<file path="config.mk">
export PLATFORM = sky130hd
export DESIGN_NAME = ntt_front
export DESIGN_NICKNAME = d
export VERILOG_FILES = /design/src/hw/rtl/ntt_pkg.sv /design/src/hw/rtl/ntt_front.sv
export SDC_FILE = /design/constraint.sdc
export NUM_CORES = 1
export LEC_CHECK = 0
export BUFFER_PORTS_ARGS = -buffer_cell sky130_fd_sc_hd__buf_4
export CAP_MARGIN = 10
export CELL_PAD_IN_SITES_DETAIL_PLACEMENT = 1
export CELL_PAD_IN_SITES_GLOBAL_PLACEMENT = 2
export CORE_ASPECT_RATIO = 1.1
export CORE_MARGIN = 3
export CORE_UTILIZATION = 37
export CTS_BUF_LIST = sky130_fd_sc_hd__clkbuf_16
export CTS_CLUSTER_SIZE = 24
export DETAILED_ROUTE_END_ITERATION = 10
export PLACE_DENSITY_LB_ADDON = 0.1
export SYNTH_ARGS = -nofsm -noshare
export SYNTH_HDL_FRONTEND = slang
export SYNTH_SLANG_ARGS = --single-unit
</file>
<file path="constraint.sdc">
create_clock -name clk_i -period 2.2 [get_ports clk_i]
set_input_delay 0.22 -clock clk_i [delete_from_list [all_inputs] [get_ports clk_i]]
set_output_delay 0.22 -clock clk_i [all_outputs]
set_load 0.01 [all_outputs]
</file>
<file path="src/hw/rtl/ntt_pkg.sv">
// shared types, constants, modular arithmetic and elaboration-time helpers for the ntt polynomial multiplier
// no dependencies
package ntt_pkg;

  localparam int unsigned COEF_W    = 30;
  localparam int unsigned MODULUS   = 998244353;
  localparam int unsigned ROOT      = 3;
  localparam int unsigned MAX_TERMS_DEF = 32;
  localparam int unsigned POINTS_DEF    = 64;
  // 998244352 = 119 * 2^23, so roots of unity exist up to 2^23 points
  localparam int unsigned ROOT_LG_MAX = 23;

  typedef logic [COEF_W-1:0] coef_t;

  typedef enum logic [1:0] {
    OP_LOAD_A = 2'd0,
    OP_LOAD_B = 2'd1,
    OP_MULT   = 2'd2
  } opcode_e;

  typedef enum logic [1:0] {
    CMD_LOAD_A,
    CMD_LOAD_B,
    CMD_MULT
  } cmd_e;

  typedef struct packed {
    logic [1:0] opcode;
    coef_t      coefficient;
  } in_item_t;

  typedef struct packed {
    coef_t product_coefficient;
    logic  last;
    logic  dropped;
    logic  empty_res;
  } out_item_t;

  typedef struct packed {
    cmd_e  kind;
    coef_t coef;
  } cmd_t;

  localparam logic [COEF_W:0] MOD_EXT = (COEF_W+1)'(MODULUS);

  function automatic coef_t mod_add(coef_t a, coef_t b);
    logic [COEF_W:0] s;
    s = {1'b0, a} + {1'b0, b};
    if (s >= MOD_EXT) s = s - MOD_EXT;
    return s[COEF_W-1:0];
  endfunction

  function automatic coef_t mod_sub(coef_t a, coef_t b);
    logic [COEF_W:0] s;
    if (a >= b) s = {1'b0, a} - {1'b0, b};
    else        s = {1'b0, a} + MOD_EXT - {1'b0, b};
    return s[COEF_W-1:0];
  endfunction

  // elaboration-time only
  function automatic longint unsigned mod_mul_c(longint unsigned a, longint unsigned b);
    return (a * b) % MODULUS;
  endfunction

  function automatic longint unsigned mod_pow_c(longint unsigned base, longint unsigned e);
    longint unsigned acc;
    longint unsigned bb;
    longint unsigned ee;
    acc = 1;
    bb  = base % MODULUS;
    ee  = e;
    while (ee != 0) begin
      if (ee[0]) acc = mod_mul_c(acc, bb);
      bb = mod_mul_c(bb, bb);
      ee = ee >> 1;
    end
    return acc;
  endfunction

  // entry s holds the primitive 2^s-th root of unity
  function automatic logic [ROOT_LG_MAX:0][COEF_W-1:0] root_table();
    logic [ROOT_LG_MAX:0][COEF_W-1:0] t;
    for (int s = 0; s <= ROOT_LG_MAX; s++) begin
      t[s] = COEF_W'(mod_pow_c(ROOT, (MODULUS - 1) >> s));
    end
    return t;
  endfunction

endpackage

</file>
<file path="src/hw/rtl/ntt_front.sv">
// front end: takes input requests, reduces the coefficient, classifies the opcode
// and holds commands in a two-entry queue; depends on ntt_pkg
module ntt_front (
  input  logic             clk_i,
  input  logic             rst_ni,
  input  logic             push_i,
  input  ntt_pkg::in_item_t in_item_i,
  output logic             full_o,
  output logic             cmd_valid_o,
  output ntt_pkg::cmd_t    cmd_o,
  input  logic             cmd_ready_i
);
  import ntt_pkg::*;

  cmd_t       q_mem_q [2];
  logic       wr_ptr_q, wr_ptr_d;
  logic       rd_ptr_q, rd_ptr_d;
  logic [1:0] cnt_q, cnt_d;

  coef_t reduced;
  cmd_t  cmd_new;
  logic  keep;
  logic  do_wr, do_rd;

  always_comb begin
    reduced = in_item_i.coefficient;
    if (in_item_i.coefficient >= COEF_W'(MODULUS)) begin
      reduced = in_item_i.coefficient - COEF_W'(MODULUS);
    end
    keep    = 1'b1;
    cmd_new = '{kind: CMD_LOAD_A, coef: reduced};
    case (opcode_e'(in_item_i.opcode))
      OP_LOAD_A: cmd_new.kind = CMD_LOAD_A;
      OP_LOAD_B: cmd_new.kind = CMD_LOAD_B;
      OP_MULT:   cmd_new.kind = CMD_MULT;
      default:   keep = 1'b0;  // unused opcode is taken and dropped
    endcase
  end

  assign full_o      = (cnt_q == 2'd2);
  assign cmd_valid_o = (cnt_q != 2'd0);
  assign cmd_o       = q_mem_q[rd_ptr_q];
  assign do_wr       = push_i && !full_o && keep;
  assign do_rd       = cmd_valid_o && cmd_ready_i;

  always_comb begin
    wr_ptr_d = wr_ptr_q ^ do_wr;
    rd_ptr_d = rd_ptr_q ^ do_rd;
    cnt_d    = cnt_q + {1'b0, do_wr} - {1'b0, do_rd};
  end

  always_ff @(posedge clk_i or negedge rst_ni) begin
    if (!rst_ni) begin
      wr_ptr_q <= 1'b0;
      rd_ptr_q <= 1'b0;
      cnt_q    <= 2'd0;
    end else begin
      wr_ptr_q <= wr_ptr_d;
      rd_ptr_q <= rd_ptr_d;
      cnt_q    <= cnt_d;
    end
  end

  always_ff @(posedge clk_i) begin
    if (do_wr) q_mem_q[wr_ptr_q] <= cmd_new;
  end

endmodule

</file>
---- Yosys cells after proc, flatten, opt, wreduce, memory -nomap -nowiden ----
Memory sizes are Yosys's and may differ from the RTL's.
Index checks and enable logic that the tools add are counted.
word-level totals
  logic and storage cells ................. 25
  memory bits (writable) .................. 64
  register bits ........................... 4
  memories ................................ 1
  bits of input ports ..................... 36
operators by class
  muxes and demuxes ....................... 5
  equal/unequal tests ..................... 3
  bitwise gates (word level) .............. 2
  add/sub/neg operators ................... 3
  order comparisons ....................... 1
  reduce and logical (&&, ||, !) cells .... 7
memories
  name     depth  width  read ports  clocked after memory_dff  wr ports  RTL line         source
  q_mem_q  2      32     1           0                         1         ntt_front.sv:15  cmd_t q_mem_q [2];
operators by type and width
  kind                                                 number
  >= comparator 30 bit, second input constant          1
  two-way mux 30 bit                                   1
  subtractor 30 bit, second input constant             1
  equality test 2 bit, second input constant           2
  one-hot mux 2 bit (2 select lines)                   1
  logical AND 1 bit                                    3
  two-way mux 1 bit                                    3
  OR reduction 3 bit                                   1
  adder 2 x 1 -> 2 bit                                 1
  equality test 2 x 1 -> 1 bit, second input constant  1
  zero test 2 bit                                      1
  nonzero test 2 bit                                   1
  subtractor 2 x 1 -> 2 bit                            1
  XOR 1 bit                                            2
  zero test 1 bit                                      1

---- Depth between registers and ports, before layout ----
Gate-level depths: netlist of the first run.
  depth in word-level cells ............... 6
  depth in mapped cells ................... 9
  gate-level depth less buffers ........... 7

---- Least setup slack after synthesis of the first run ----
Ideal clock, no wire load.
  kind .................................... input port to flip-flop
  from .................................... in in_item_i[19] in the netlist's numbering
  to ...................................... mem q_mem_q[0][10] in the netlist's numbering, data pin
  setup time .............................. 262 ps
  buffers on the path ..................... 3
  arrival time ............................ 1,873 ps
  cell stages on the path ................. 9
  setup slack ............................. 65 ps
  cell sequence ........................... or4_4 > nor4_2 > and3_1 > buf_4 > a221o_1 > buf_6 > buf_6 > nand3_2 > xnor2_1
RTL lines
  item             RTL line         source
  start, declared  ntt_front.sv:7   input ntt_pkg::in_item_t in_item_i,
  end, declared    ntt_front.sv:15

==> summary.md, run 1 <==
| Metric | Value |
|---|---|
| Hold Path Class | `in -> reg` |
| 1st-iter DRT viols | `68` |
| Compound-Gate Fraction of Synth Area | `0.0279` |
| Synth async-reset ratio | `0.0588` |
| Max rail drop VDD | `0.440 mV` |
| Final nets | `373` |
| Vias | `2,233` |
| Area Growth Syn to Fin | `34.1%` |
| Tot Pwr | `4650 uW` |
| Critical path peak fanout | `5` |
| Mux cell area share after synthesis | `0.109` |
| Top-area cell type share of the netlist area | `0.580` |
| CTS root buf | `clkbuf_16` |
| Setup Buffers After CTS | `0` |
| #FFs+latches synth | `68` |
| Mean routed wirelength per cell | `17.1 um` |
| Wire length of the first global-routing pass | `12,200 um` |
| Slew headroom | `0.722` |
| Hold path cells | `2` |
| Place WS | `-0.250 ns` |
| Crit path capture type | `flop` |
| Ys flop type | `edfxtp_1` |
| Pin count of the biggest net entering global routing | `33` |
| Final WL | `7660 um` |
| R2R setup slack | `0.43 ns` |
| Fmax achieved | `479 MHz` |
| CP Launch Type | `input pin` |
| Power Dens Cells | `1050 nW/um^2` |
| Cell area after technology mapping | `3310 um^2` |
| Critical R2R Capture | `cnt_q[1]` |
| Filler cell count | `891` |
| Syn Area/Cell | `14.3 um^2` |
| Post-synthesis sequential area ratio | `0.610` |
| Main combinational cell family by area after synthesis | `simple AND/OR/NAND/NOR gates` |
| Final Cycle Share | `0.948` |
| CTS tree | `done` |
| Post-route DRC | `0` |
| # rows | `35` |
| Core Util, Final | `0.520` |
| First-pass iteration count of the detailed router | `6` |
| R2R depth | `7` |
| Critical Path RT | `2.27 ns` |
| Minimum clock period | `2.09 ns` |
| RSZ-0062 raised after global routing | `no` |
| Setup-failing EPs final | `0` |
| Die Area | `10,100 um^2` |
| Skew-Pair Late Insertion Delay | `0.33 ns` |
| Vias in the first global route | `2,469` |
| TritonCTS Buffers | `9` |
| Clock edge transition at the registers on the reported setup and hold paths | `0.06 ns` |
| Xor and xnor area share after synthesis | `0.0740` |
| Warnings, synthesis | `0` |
| CORE AREA | `8540 um^2` |
| ANT cells | `0` |
| Die W | `96.2 um` |
| Status | `finished, final reports clean` |
| Reg2Reg Launch Point | `cnt_q[1]` |
| Clk_skew | `0.00845 ns` |
| # H-tree levels | `3` |
| Layout cells sized above 1 | `0.470` |
| Post-Synth Adder-Cell Area | `0.0227` |
| Commonest cells in the synthesized netlist | `edfxtp_1, mux2_2, xnor2_1` |
| Total grt overflow | `0` |
| Synth area leader | `edfxtp_1` |
| Hold-critical path endpoint | `q_mem_q[0][30]` |
| Boundary Pins | `70` |
| Worst-Margin Slew | `0.414 ns` |
| Starting Density | `0.388` |
| Dpl hpwl | `5530 um` |
| CTS sink count | `68` |
| CTS resizes | `0` |
| Number of synthesized flops with an enable pin | `64` |
| Gate Count Post-Synth | `231` |
| Min-delay src | `in_item_i[31]` |
| Synth area leaders | `edfxtp_1, mux2_2, xnor2_1, dfrtp_1, xor2_1` |
| Via/cell ratio | `5.00` |
| Critical path class | `in -> reg` |
| Max_cap viols | `0` |
| Syn Nets | `273` |
| Leakage | `0.00171 uW` |
| Antenna violations before repair | `0` |
| Most common cell in the netlist | `edfxtp_1` |
| Final hold violation count | `0` |
| Die Y-Extent | `105 um` |
| Port buffer count | `69` |
| GR Util All Layers | `0.164` |
| Post-DRT Antenna Nets | `0` |
| GP Congestion | `0.710` |
| Final slew viol count | `0` |
| Fin cells | `447` |
| Simple-gate share of the synthesized area | `0.132` |
| Fin worst setup slack | `0.114 ns` |
| Clock tree buffer depth | `2` |
| Placed Cells | `430` |
| Library cells used by synthesis | `41` |
| WHS | `0.188 ns` |
| WP data arrival | `2.16 ns` |
-- area by class of cell --
cell class	instances	area, um^2	share of cell area
Sequential cell	68	2020	0.455
Multi-Input combinational cell	147	1210	0.273
Timing Repair Buffer	97	756	0.170
Clock buffer	9	225	0.0507
Tap cell	111	139	0.0313
Clock inverter	7	60.1	0.0135
Inverter	8	30.0	0.00676
-- report_power, final --
part | switching (uW) | internal, uW
logic | 726 | 783
clock network | 509 | 861
registers | 62.9 | 1710
-- sequential cells by signal, summed over array words and instances (netlist names) --
name	flops
cnt_q	2
q_mem_q	64
rd_ptr_q	1
wr_ptr_q	1
-- cell families (layout without fill, tap and decap cells) --
logic type,count (synthesis),in the layout
xor+xnor,28,28
buf+inv,16,121
flops,68,68
fa+ha+maj,6,6
compound gates,11,11
simple gates,70,70
mux,32,32
-- routing by layer --
metal	up-vias	wire length (um)	track usage
li1	1063	-	-
met1	1113	3130	0.185
met2	50	4080	0.289
met3	7	365	0.0443
met4	0	94	0.0610
met5	-	0	0
-- per-stage QoR --
step	area, um^2	setup TNS [ns]
floorplan	3310	0
CTS	4440	0
finish	4440	0
global placement	4150	-3.44
detailed placement	4150	-7.20
global route	4440	0
-- timing repair --
| item | CTS | global route |
|---|---|---|
| endpoints found under the hold margin | 4 | 0 |
| hold buffers | 1 | 0 |
| endpoints found under the setup margin | 0 | 0 |
-- cells in the final DEF, fill, tap and decap left out, types with 4 or more instances in the layout --
| master | n |
|---|---|
| buf_4 | 94 |
| nor2b_1 | 4 |
| clkbuf_16 | 9 |
| nand3_2 | 5 |
| nand4b_1 | 4 |
| ha_1 | 6 |
| xnor2_1 | 19 |
| mux2_2 | 32 |
| nand3_1 | 7 |
| xor2_1 | 9 |
| edfxtp_1 | 64 |
| inv_1 | 9 |
| nor2_1 | 12 |
| nor3_1 | 9 |
| nand2_1 | 7 |
| dfrtp_1 | 4 |
-- worst max-delay path by stage --
| stage | from | to | cells after the start |
|---|---|---|---|
| after floorplan | in_item_i[19] | q_mem_q[0][10] | 9 |
| after global placement | in_item_i[19] | q_mem_q[0][3] | 8 |
| after detailed placement | in_item_i[19] | q_mem_q[0][3] | 8 |
| after CTS | in_item_i[19] | q_mem_q[1][3] | 8 |
| after global routing | in_item_i[19] | q_mem_q[0][3] | 8 |
| final | in_item_i[19] | q_mem_q[1][3] | 8 |
-- worst max-delay path, cell delays in order --
cell and delay (ns):
buf_4 0.11, or4_4 0.57, nor4_2 0.19, and3_1 0.29, a221oi_4 0.10, buf_4 0.18
or3_1 0.36, xnor2_1 0.14
No activity file was read; power rests on OpenSTA's default activity.
==> inputs of run 2 (changes only) <==
- CORE_UTILIZATION: 37 -> 40
- GPL_ROUTABILITY_DRIVEN: not set -> 0
- clock period: 2.2 -> 2.5 ns (I/O delays scaled with it)
==> run 2 against run 1 <==
- global-route usage increased by 1.0 points
- count of clock-buffer cells in the layout unchanged
- hold slack improved by 0.036 ns
- die area decreased by 7.1%
- core utilization increased by 2.4 points
- via count decreased by 2.9%
- non-clock buffer count decreased by 13
- critical path depth increased by 1
==> summary.md, run 2 (synthesis gave the netlist of run 1 again) <==
| Metric | Value |
|---|---|
| Status | `finished, final reports clean` |
| Max reg flops | `64 (unchanged)` |
| Hold Path Class | `in -> reg` |
| # H-tree levels | `3 (unchanged)` |
| Fin worst setup slack | `0.344 ns (+0.230 ns)` |
| Final WL | `7480 um (-2.4%)` |
| Setup Buffers After CTS | `0 (unchanged)` |
| Fin cells | `431 (-3.6%)` |
| Layout cells sized above 1 | `0.452 (-0.0182)` |
| Skew-Pair Late Insertion Delay | `0.33 ns (about the same)` |
| Clock tree buffer depth | `2 (unchanged)` |
| Hold-critical path endpoint | `q_mem_q[0][30]` |
| First-pass iteration count of the detailed router | `4 (-2)` |
| CTS root buf | `clkbuf_16` |
| Place WS | `0.0145 ns (+0.264 ns)` |
| Filler cell count | `851 (-4.5%)` |
| Post-route DRC | `0 (unchanged)` |
| R2R depth | `7 (unchanged)` |
| 1st-iter DRT viols | `96 (+41%)` |
| Vias in the first global route | `2,360 (-4.4%)` |
| CP Launch Type | `input pin` |
| Area Growth Syn to Fin | `31.3%` |
| ANT cells | `0 (unchanged)` |
| CTS sink count | `68 (unchanged)` |
| Port buffer count | `69 (unchanged)` |
| Fmax achieved | `464 MHz` |
| Commonest non-fill, non-tap cell in the layout | `buf_4` |
| R2R setup slack | `0.71 ns (+0.28 ns)` |
| Boundary Pins | `70 (unchanged)` |
| Critical Path RT | `2.57 ns (+0.30 ns)` |
| Minimum clock period | `2.16 ns` |
| Critical R2R Capture | `cnt_q[1]` |
| Core Util, Final | `0.544 (+0.0235)` |
| Vias | `2,168 (-2.9%)` |
| Max_cap viols | `0 (unchanged)` |
| Highest-count cells in the layout ignoring fill and taps | `buf_4, edfxtp_1, mux2_2` |
| WP data arrival | `2.23 ns (+0.07 ns)` |
| Setup TNS | `0 ns (unchanged)` |
| Critical path class | `in -> reg` |
| Dpl hpwl | `5360 um (-2.9%)` |
| Reg2Reg Launch Point | `cnt_q[1]` |
| Final slew viol count | `0 (unchanged)` |
| Die W | `92.8 um (-3.6%)` |
| Final Cycle Share | `0.862` |
| CORE AREA | `8000 um^2 (-6.3%)` |
| Mean routed wirelength per cell | `17.4 um (+1.2%)` |
| GR Util All Layers | `0.174 (+0.0101)` |
| Hold path cells | `2 (unchanged)` |
| Placed Cells | `414 (-3.7%)` |
| Slew headroom | `0.628 (-0.0941)` |
| Total grt overflow | `0 (unchanged)` |
| Die Y-Extent | `101 um (-3.6%)` |
| CTS tree | `done` |
| Wire length of the first global-routing pass | `12,400 um (+2.3%)` |
| Post-DRT Antenna Nets | `0 (unchanged)` |
| Die Area | `9410 um^2 (-7.1%)` |
| Crit path capture type | `flop` |
| Pin count of the biggest net entering global routing | `34 (+3.0%)` |
| Antenna violations before repair | `0 (unchanged)` |
| Hold Buf Count CTS | `1 (unchanged)` |
| Leakage | `0.00164 uW (-3.6%)` |
| Biggest regs | `q_mem_q: 64 flops, cnt_q: 2 flops` |
| Clk_skew | `0.00741 ns (-0.00104 ns)` |
| Max rail drop VDD | `0.440 mV (about the same)` |
| CTS resizes | `0 (unchanged)` |
| Clock edge transition at the registers on the reported setup and hold paths | `0.06 ns (about the same)` |
| Final nets | `360 (-3.5%)` |
| Via/cell ratio | `5.03 (+0.69%)` |
| TritonCTS Buffers | `9 (unchanged)` |
| # rows | `34 (-2.9%)` |
| Worst-Margin Slew | `0.556 ns (+0.142 ns)` |
| Starting Density | `0.414 (+0.0263)` |
| Power Dens Cells | `960 nW/um^2 (-8.3%)` |
| Final hold violation count | `0 (unchanged)` |
| RSZ-0062 raised after global routing | `no` |
| Setup-failing EPs final | `0 (unchanged)` |
| Min-delay src | `in_item_i[31]` |
| Most flop-heavy register | `q_mem_q` |
| Critical path peak fanout | `12 (+7)` |
==> run 2: layout make-up <==
| type | count | area (um^2) | share of cell area |
|---|---|---|---|
| clock buffers | 9 | 225 | 0.0518 |
| clock inverters | 7 | 92.6 | 0.0213 |
| inverters | 8 | 30.0 | 0.00690 |
| multi-input cells | 147 | 1210 | 0.278 |
| flip-flops and latches | 68 | 2020 | 0.465 |
| well taps | 108 | 135 | 0.0311 |
| repair buffers | 84 | 633 | 0.146 |
==> run 2: through the flow <==
step	cell area (um^2)	hold slack, ns	total power [uW]
floorplan	3310	-0.0456	2300
global placement	4020	0.0494	2870
detailed placement	4020	0.0499	2890
CTS	4350	0.213	4250
global route	4350	0.231	4410
finish	4350	0.223	4180
==> run 2: worst max-delay path by stage <==
| stage | end | startpoint | slack, ns | cells past startpoint |
|---|---|---|---|---|
| after detailed placement | q_mem_q[0][11] | in_item_i[19] | 0.01 | 9 |
| after global routing | q_mem_q[0][11] | in_item_i[19] | 0.24 | 9 |
| after global placement | q_mem_q[1][11] | in_item_i[19] | 0.08 | 9 |
| after floorplan | q_mem_q[0][10] | in_item_i[19] | 0.33 | 9 |
| after CTS | q_mem_q[0][11] | in_item_i[19] | 0.33 | 9 |
| final | q_mem_q[0][11] | in_item_i[19] | 0.34 | 9 |
==> run 2: metal layers <==
metal | share of wire | global-route usage | wire (um)
met1 | 0.44 | 0.227 | 3300
met4 | 0.021 | 0.0755 | 159
met3 | 0.032 | 0.0334 | 243
met5 | 0 | 0 | 0
met2 | 0.50 | 0.284 | 3770
==> run 2: power by group <==
| part | internal (uW) | total [uW] | switching (uW) | leakage (uW) |
|---|---|---|---|---|
| combinational | 655 | 1280 | 629 | 0.000854 |
| clock | 868 | 1330 | 466 | 0.000153 |
| sequential | 1500 | 1560 | 54.0 | 0.000637 |
==> run 2: critical path, stage by stage <==
cell and delay, ns:
buf_4 0.12, or4_4 0.56, nor4_2 0.18, and3_1 0.26
buf_4 0.13, a221o_1 0.15, buf_4 0.22, nand4b_1 0.15
xnor2_1 0.19
==> inputs of run 3 (changes only) <==
- CORE_MARGIN: 3 -> 2
- CORE_UTILIZATION: 40 -> 37
- clock period: 2.5 -> 2 ns (I/O delays scaled with it)
==> run 3 against run 2 <==
- routed wire length is 1.1% lower
- worst setup slack worse by 0.29 ns
- count of clock-buffer cells in the layout stayed put
- non-clock buffer count is 24 higher
- final cell count is 7.0% higher
- die area is 3.4% higher
- sequential share of layout area is 2.9 points lower
- clock skew is 0.0028 ns lower
- critical endpoint is now q_mem_q[0][3]
- largest cell class unchanged
==> summary.md, run 3 (synthesis gave the netlist of run 1 again) <==
| Metric | Value |
|---|---|
| 1st-iter DRT viols | `43 (-55%)` |
| Cell area after layout | `4640 um^2 (+6.7%)` |
| Die Y-Extent | `103 um (+1.8%)` |
| Fmax achieved | `515 MHz` |
| Worst-Margin Slew | `0.387 ns (-0.168 ns)` |
| Place WS | `-0.411 ns (-0.426 ns)` |
| Layout cells sized above 1 | `0.504 (+0.0523)` |
| Total grt overflow | `0 (unchanged)` |
| Commonest non-fill, non-tap cell in the layout | `buf_4` |
| Critical path's slowest cell | `or4_4` |
| Pin count of the biggest net entering global routing | `34 (unchanged)` |
| Vias | `2,251 (+3.8%)` |
| R2R setup slack | `0.24 ns (-0.47 ns)` |
| Max reg flops | `64 (unchanged)` |
| Hold path cells | `2 (unchanged)` |
| Boundary Pins | `70 (unchanged)` |
| R2R depth | `7 (unchanged)` |
| Minimum clock period | `1.94 ns` |
| Mean routed wirelength per cell | `16.0 um (-7.5%)` |
| Routed length on met3 | `305 um (+26%)` |
| # rows | `36 (+5.9%)` |
| Max rail drop VDD | `0.412 mV (-6.4%)` |
| Status | `finished, final reports clean` |
| CTS tree | `done` |
| WL met2 | `3820 um (+1.3%)` |
| Die Area | `9730 um^2 (+3.4%)` |
| Hold Path Class | `in -> reg` |
| Max_cap viols | `0 (unchanged)` |
| Starting Density | `0.377 (-0.0371)` |
| Highest-count cells in the layout ignoring fill and taps | `buf_4, edfxtp_1, mux2_2` |
| Dpl hpwl | `5210 um (-2.9%)` |
| CTS sink count | `68 (unchanged)` |
| Port buffer count | `69 (unchanged)` |
| Antenna violations before repair | `0 (unchanged)` |
| Die W | `94.2 um (+1.6%)` |
| Setup-failing EPs final | `0 (unchanged)` |
| Critical R2R Capture | `cnt_q[1]` |
| Power Dens Cells | `1170 nW/um^2 (+22%)` |
| ANT cells | `0 (unchanged)` |
| CORE AREA | `8780 um^2 (+9.8%)` |
| Final hold violation count | `0 (unchanged)` |
| Final Cycle Share | `0.971` |
| Area Growth Syn to Fin | `40.1%` |
| Clk_skew | `0.00458 ns (-0.00283 ns)` |
| WL met1 | `3130 um (-5.2%)` |
| Hold-critical path endpoint | `q_mem_q[1][30]` |
| Fin worst setup slack | `0.0580 ns (-0.286 ns)` |
| Min-delay src | `in_item_i[31]` |
| Final WL | `7400 um (-1.1%)` |
| Critical Path RT | `2.07 ns (-0.50 ns)` |
| Critical path peak fanout | `5 (-7)` |
| Slew headroom | `0.741 (+0.112)` |
| Via/cell ratio | `4.88 (-2.9%)` |
| CTS root buf | `clkbuf_16` |
| Skew-Pair Late Insertion Delay | `0.33 ns (about the same)` |
| Crit path capture type | `flop` |
| Top cell by count, worst path | `buf_6` |
| Clock edge transition at the registers on the reported setup and hold paths | `0.06 ns (about the same)` |
| Critical path class | `in -> reg` |
| Post-DRT Antenna Nets | `0 (unchanged)` |
| Final slew viol count | `0 (unchanged)` |
| Cells along the critical path | `buf_6 -> or4_4 -> nor4_4 -> and3_4 -> a221oi_4 -> buf_6 -> or3_4 -> xnor2_2` |
| CP Launch Type | `input pin` |
| Vias in the first global route | `2,345 (-0.64%)` |
| Top Metal Used | `met4` |
| Final nets | `384 (+6.7%)` |
| Most flop-heavy register | `q_mem_q` |
| Tot Pwr | `5420 uW (+30%)` |
| Wire length of the first global-routing pass | `11,800 um (-4.9%)` |
| Dpl cell area | `4240 um^2 (+5.5%)` |
| WP data arrival | `2.02 ns (-0.21 ns)` |
| Biggest regs | `q_mem_q: 64 flops, cnt_q: 2 flops` |
| Reg2Reg Launch Point | `cnt_q[1]` |
| # H-tree levels | `3 (unchanged)` |
| Leakage | `0.00179 uW (+9.1%)` |
| Clock tree buffer depth | `2 (unchanged)` |
| Core Util, Final | `0.528 (-0.0155)` |
| Max incr delay on CP | `0.57 ns (about the same)` |
| Post-route DRC | `0 (unchanged)` |
| RSZ-0062 raised after global routing | `no` |
| TritonCTS Buffers | `9 (unchanged)` |
| First-pass iteration count of the detailed router | `4 (unchanged)` |
| GR Util All Layers | `0.165 (-0.00863)` |
-- run 3: changes by cell type in the layout (fill, tap and decap cells not counted), sizes merged --
cell | previous run | this run
inv | 9 | 8
bufinv | 2 | 3
buf | 83 | 107
clkinvlp | 2 | 1
clkinv | 2 | 3
-- run 3: critical path, delay by kind of cell --
family | cells | cell delay [ns]
compound gates | 1 | 0.07
buf+inv | 2 | 0.24
xor+xnor | 1 | 0.14
simple gates | 4 | 1.37
-- run 3: layer usage --
| metal | vias up | GRT usage |
|---|---|---|
| met4 | 0 | 0.0736 |
| li1 | 1083 | - |
| met2 | 49 | 0.283 |
| met1 | 1108 | 0.201 |
| met3 | 11 | 0.0377 |
| met5 | - | 0 |
-- run 3: cell type report --
type / instances / area, um^2
multi-input combinational: 147 / 1250
sequential: 68 / 2020
fill: 919 / 4140
clock buffer: 9 / 225
inverter: 8 / 30.0
clock inverter: 7 / 115
timing repair buffer: 108 / 858
tap: 114 / 143
-- run 3: repair_timing --
action                     in CTS  in global routing
hold endpoints to repair        4                  0
pin swaps                       0                  1
setup buffers                   0                  1
resized for setup               3                  5
setup endpoints to repair      10                 23
hold buffers                    1                  0
-- run 3: power by group --
| part | internal (uW) | switching (uW) |
|---|---|---|
| Clock | 1210 | 587 |
| Sequential | 1880 | 73.1 |
| Combinational | 886 | 779 |
-- run 3: per-stage QoR --
stage               std cells  hold slack, ns  TNS, ns
finish                    461           0.166        0
detailed placement        443         0.00321   -16.26
global route              461           0.162        0
CTS                       460           0.154        0
floorplan                 231         -0.0956    -1.97
global placement          443         0.00101   -13.15
-- run 3: how the worst max path moves through the flow --
stage	depth (start not counted)	end	startpoint	slack, ns
final	8	q_mem_q[0][3]	in_item_i[19]	0.06
after global routing	8	q_mem_q[1][15]	in_item_i[19]	0.009
after CTS	8	q_mem_q[0][3]	in_item_i[19]	0.009
after detailed placement	8	q_mem_q[1][3]	in_item_i[19]	-0.41
after global placement	8	q_mem_q[0][3]	in_item_i[19]	-0.35
after floorplan	9	q_mem_q[0][10]	in_item_i[19]	-0.10
